## src/hdl/rmv_pkg.sv

```systemverilog
`timescale 1ns / 1ps
// ---------------------------------------------------------------------------
// rmv_pkg: shared definitions for the running mean and variance unit
// Field widths, fixed-point format, derived datapath widths and the request
// and result types of the shared adder.
// ---------------------------------------------------------------------------
package rmv_pkg;

    localparam int unsigned SAMPLE_W       = 32;
    localparam int unsigned COUNT_W        = 32;
    localparam int unsigned MEAN_W         = 48;
    localparam int unsigned M2_W           = 64;
    localparam int unsigned MEAN_FRAC_BITS = 16;

    // Scaled sample width and the width of the delta magnitudes
    localparam int unsigned XS_W  = SAMPLE_W + MEAN_FRAC_BITS;
    localparam int unsigned D_W   = (XS_W > MEAN_W) ? XS_W : MEAN_W;
    localparam int unsigned P_W   = 2 * D_W;
    localparam int unsigned SH    = 2 * MEAN_FRAC_BITS;
    localparam int unsigned CNT_W = $clog2(D_W);

    // The shared adder covers the M2 accumulator, the widest operand
    localparam int unsigned ALU_W = M2_W;

    localparam logic [COUNT_W-1:0] COUNT_MAX = '1;
    localparam logic [MEAN_W-1:0]  MEAN_MAX  = '1;
    localparam logic [M2_W-1:0]    M2_MAX    = '1;

    typedef struct packed {
        logic [ALU_W-1:0] a;
        logic [ALU_W-1:0] b;
        logic             sub;
    } t_alu_req;

    typedef struct packed {
        logic [ALU_W-1:0] sum;
        logic             carry;
    } t_alu_res;

endpackage

```

## src/hdl/rmv_alu.sv

```systemverilog
`timescale 1ns / 1ps
// ---------------------------------------------------------------------------
// rmv_alu: shared adder/subtractor
// One ALU_W-bit add or subtract with carry out; on subtract the carry is set
// when a >= b.
// ---------------------------------------------------------------------------
module rmv_alu
    import rmv_pkg::*;
(
    input  t_alu_req i_req,
    output t_alu_res o_res
);

    logic [ALU_W-1:0] b_sel;

    assign b_sel = i_req.sub ? ~i_req.b : i_req.b;

    assign {o_res.carry, o_res.sum} = {1'b0, i_req.a} + {1'b0, b_sel}
                                      + (ALU_W + 1)'(i_req.sub);

endmodule

```

## config.mk

```make
export PLATFORM = sky130hd
export DESIGN_NAME = rmv_alu
export DESIGN_NICKNAME = d
export VERILOG_FILES = /design/src/hdl/rmv_pkg.sv /design/src/hdl/rmv_alu.sv
export SDC_FILE = /design/constraint.sdc
export NUM_CORES = 1
export LEC_CHECK = 0
export BUFFER_PORTS_ARGS = -buffer_cell sky130_fd_sc_hd__buf_2
export CORE_MARGIN = 3
export CORE_UTILIZATION = 51
export DETAILED_ROUTE_END_ITERATION = 8
export GPL_TIMING_DRIVEN = 0
export PLACE_DENSITY_LB_ADDON = 0.05
export SLEW_MARGIN = 20
export SYNTH_ARGS = -nofsm -noshare
export SYNTH_HDL_FRONTEND = slang
export SYNTH_SLANG_ARGS = --single-unit
```

## constraint.sdc

```tcl
create_clock -name vclk -period 5.5
set_input_delay 0.825 -clock vclk [all_inputs]
set_output_delay 0.825 -clock vclk [all_outputs]
set_load 0.03 [all_outputs]
```

==> results.json <==
{
  "status": "finished clean",
  "startpoint_type": "input pin",
  "final_util": 0.673,
  "ctsHoldBuffers": 0,
  "peakVddDrop_mv": 0.152,
  "port_buffers": 193,
  "hp-class": "input pin to output pin",
  "synth.distinct_cells": 71,
  "syn_area_um2": 4550,
  "setup_viol": 0,
  "fmax_mhz": 194,
  "fin_area_um2": 5670,
  "seq_cell_count": 0,
  "leakage_nw": 2.87,
  "dr.first_iter.drc_count": 280,
  "placed_area_um2": 5650,
  "synth_fp_nets": 835,
  "grt_max_degree": 11,
  "detail_route.wl_per_cell_um": 15.2,
  "io_pins": 194,
  "power_density_nw_per_um2": 238,
  "grt_pass1_wl_mm": 23.0,
  "synth_top_cells_by_count": "86 x xor2_1, 82 x a21oi_1, 69 x ha_1",
  "wirelength_mm": 14.2,
  "track_usage": 0.266,
  "finalNetCount": 1030,
  "drive_gt1_frac": 0.283,
  "num_antenna_cells": 0,
  "place_congestion": 0.914,
  "vias_per_cell": 5.84,
  "slew_headroom": 0.446,
  "die_w_um": 101,
  "num_vias": 5451,
  "antenna_found_initial": 0,
  "path_max_fanout": 10,
  "ys_warn_count": 0,
  "yosysTopAreaCell": "ha_1",
  "synth_cells": 636,
  "drc_errors": 0,
  "crit_arrival_ns": 4.34,
  "hpwl_mm": 12.3,
  "post-route-period-util": 0.940,
  "ant_nets": 0,
  "maxCapViolCount": 0,
  "die_area_um2": 10100,
  "synth.most_common_cell": "xor2_1",
  "fin_crit_ns": 5.17,
  "netlist.area_leader.share": 0.190,
  "core_area_um2": 8420,
  "drt_first_pass_iters": 5,
  "clock_buffers": 0,
  "ys_seq_area_frac": 0,
  "die_h_um": 101,
  "grt_pass1_vias": 5154,
  "overflow": 0,
  "path_class": "input pin to output pin",
  "tightest_slew_ns": 0.828,
  "cp-end-kind": "output pin",
  "cp_data_required_time_ns": 4.68,
  "drv_slew": 0,
  "syn2layout_area_growth_pct": 24.5,
  "ff_latch_area_um2": 0,
  "synth_area_leaders": "ha_1 19%, xor2_1 17%, a21oi_1 9.0%",
  "hold_violations": 0,
  "start_util": 0.541,
  "rsz0062_at_grt": "no",
  "num_rows": 33,
  "setup-tns-final_ns": 0,
  "synth_area_per_cell_um2": 7.16,
  "power_w": 0.00135
}
## worst paths after layout
kind / from / to / slack, ns / cells past startpoint
worst max-delay path: i_req[0] / o_res[27] / 0.33 / 14
worst min-delay path: i_req[65] / o_res[1] / 1.98 / 3
## stage by stage
step / std cells / worst slack (ns) / hold slack (ns)
CTS: 934 / 0.0647 / 1.98
global route: 934 / 0.0187 / 1.99
detailed placement: 934 / -0.149 / 1.98
global placement: 934 / -0.0987 / 1.97
finish: 934 / 0.332 / 1.98
floorplan: 636 / 0.594 / 1.82
## power breakdown
part           leakage, nW  switching [W]  total (W)  internal, W
Clock                    0              0          0            0
Sequential               0              0          0            0
Combinational         2.87       0.000881    0.00135     0.000470
## layout make-up
| type | instances | area [um2] |
|---|---|---|
| inverter | 20 | 75.1 |
| fill | 781 | 2760 |
| buffer | 24 | 154 |
| timing repair buffer | 193 | 966 |
| tap | 105 | 131 |
| multi-input combinational | 592 | 4340 |
## worst max-delay path, stage by stage
cell and delay (ns):
buf_2 0.25, buf_2 0.42, xor2_1 0.19, ha_1 0.32, nand2_1 0.14, o21ai_0 0.14
o21a_1 0.23, o31ai_1 0.34, a31oi_1 0.22, a21boi_0 0.45, o21ai_0 0.23, a21oi_1 0.24
xnor2_1 0.13, buf_2 0.21
## kinds of logic after synthesis
family,after synthesis,synth area share
muxes,2,0.00440
adders and majority gates,70,0.194
xor gates and xnor gates,123,0.237
buffers and inverters,44,0.0484
and+or+nand+nor,169,0.182
AOI/OAI and AO/OA,228,0.335
## placed cells by master (no fill, tap or decap), drive strengths merged, types with 6 or more instances in the layout
cell,count
clkbuf,13
a31oi,8
a21o,35
o31ai,6
nor2,38
buf,202
xor2,86
o21ai,38
nand2,61
nand3,10
a2111oi,6
inv,20
ha,69
xnor2,37
o21bai,12
a21oi,82
and2,7
nor3,7
nand4,15
a211oi,6
## layer usage
layer | vias to the layer above | global-route usage | part of all wire
met2 | 232 | 0.478 | 0.47
met1 | 2477 | 0.362 | 0.44
met4 | 0 | 0.0311 | 0.012
met3 | 18 | 0.0125 | 0.070
met5 | - | 0 | 0
li1 | 2724 | - | -
## repair_timing
item,in CTS,in global routing
buffers inserted,0,0
setup endpoints to repair,5,16
resized for setup,4,8
(Power assumes the default switching activity.)
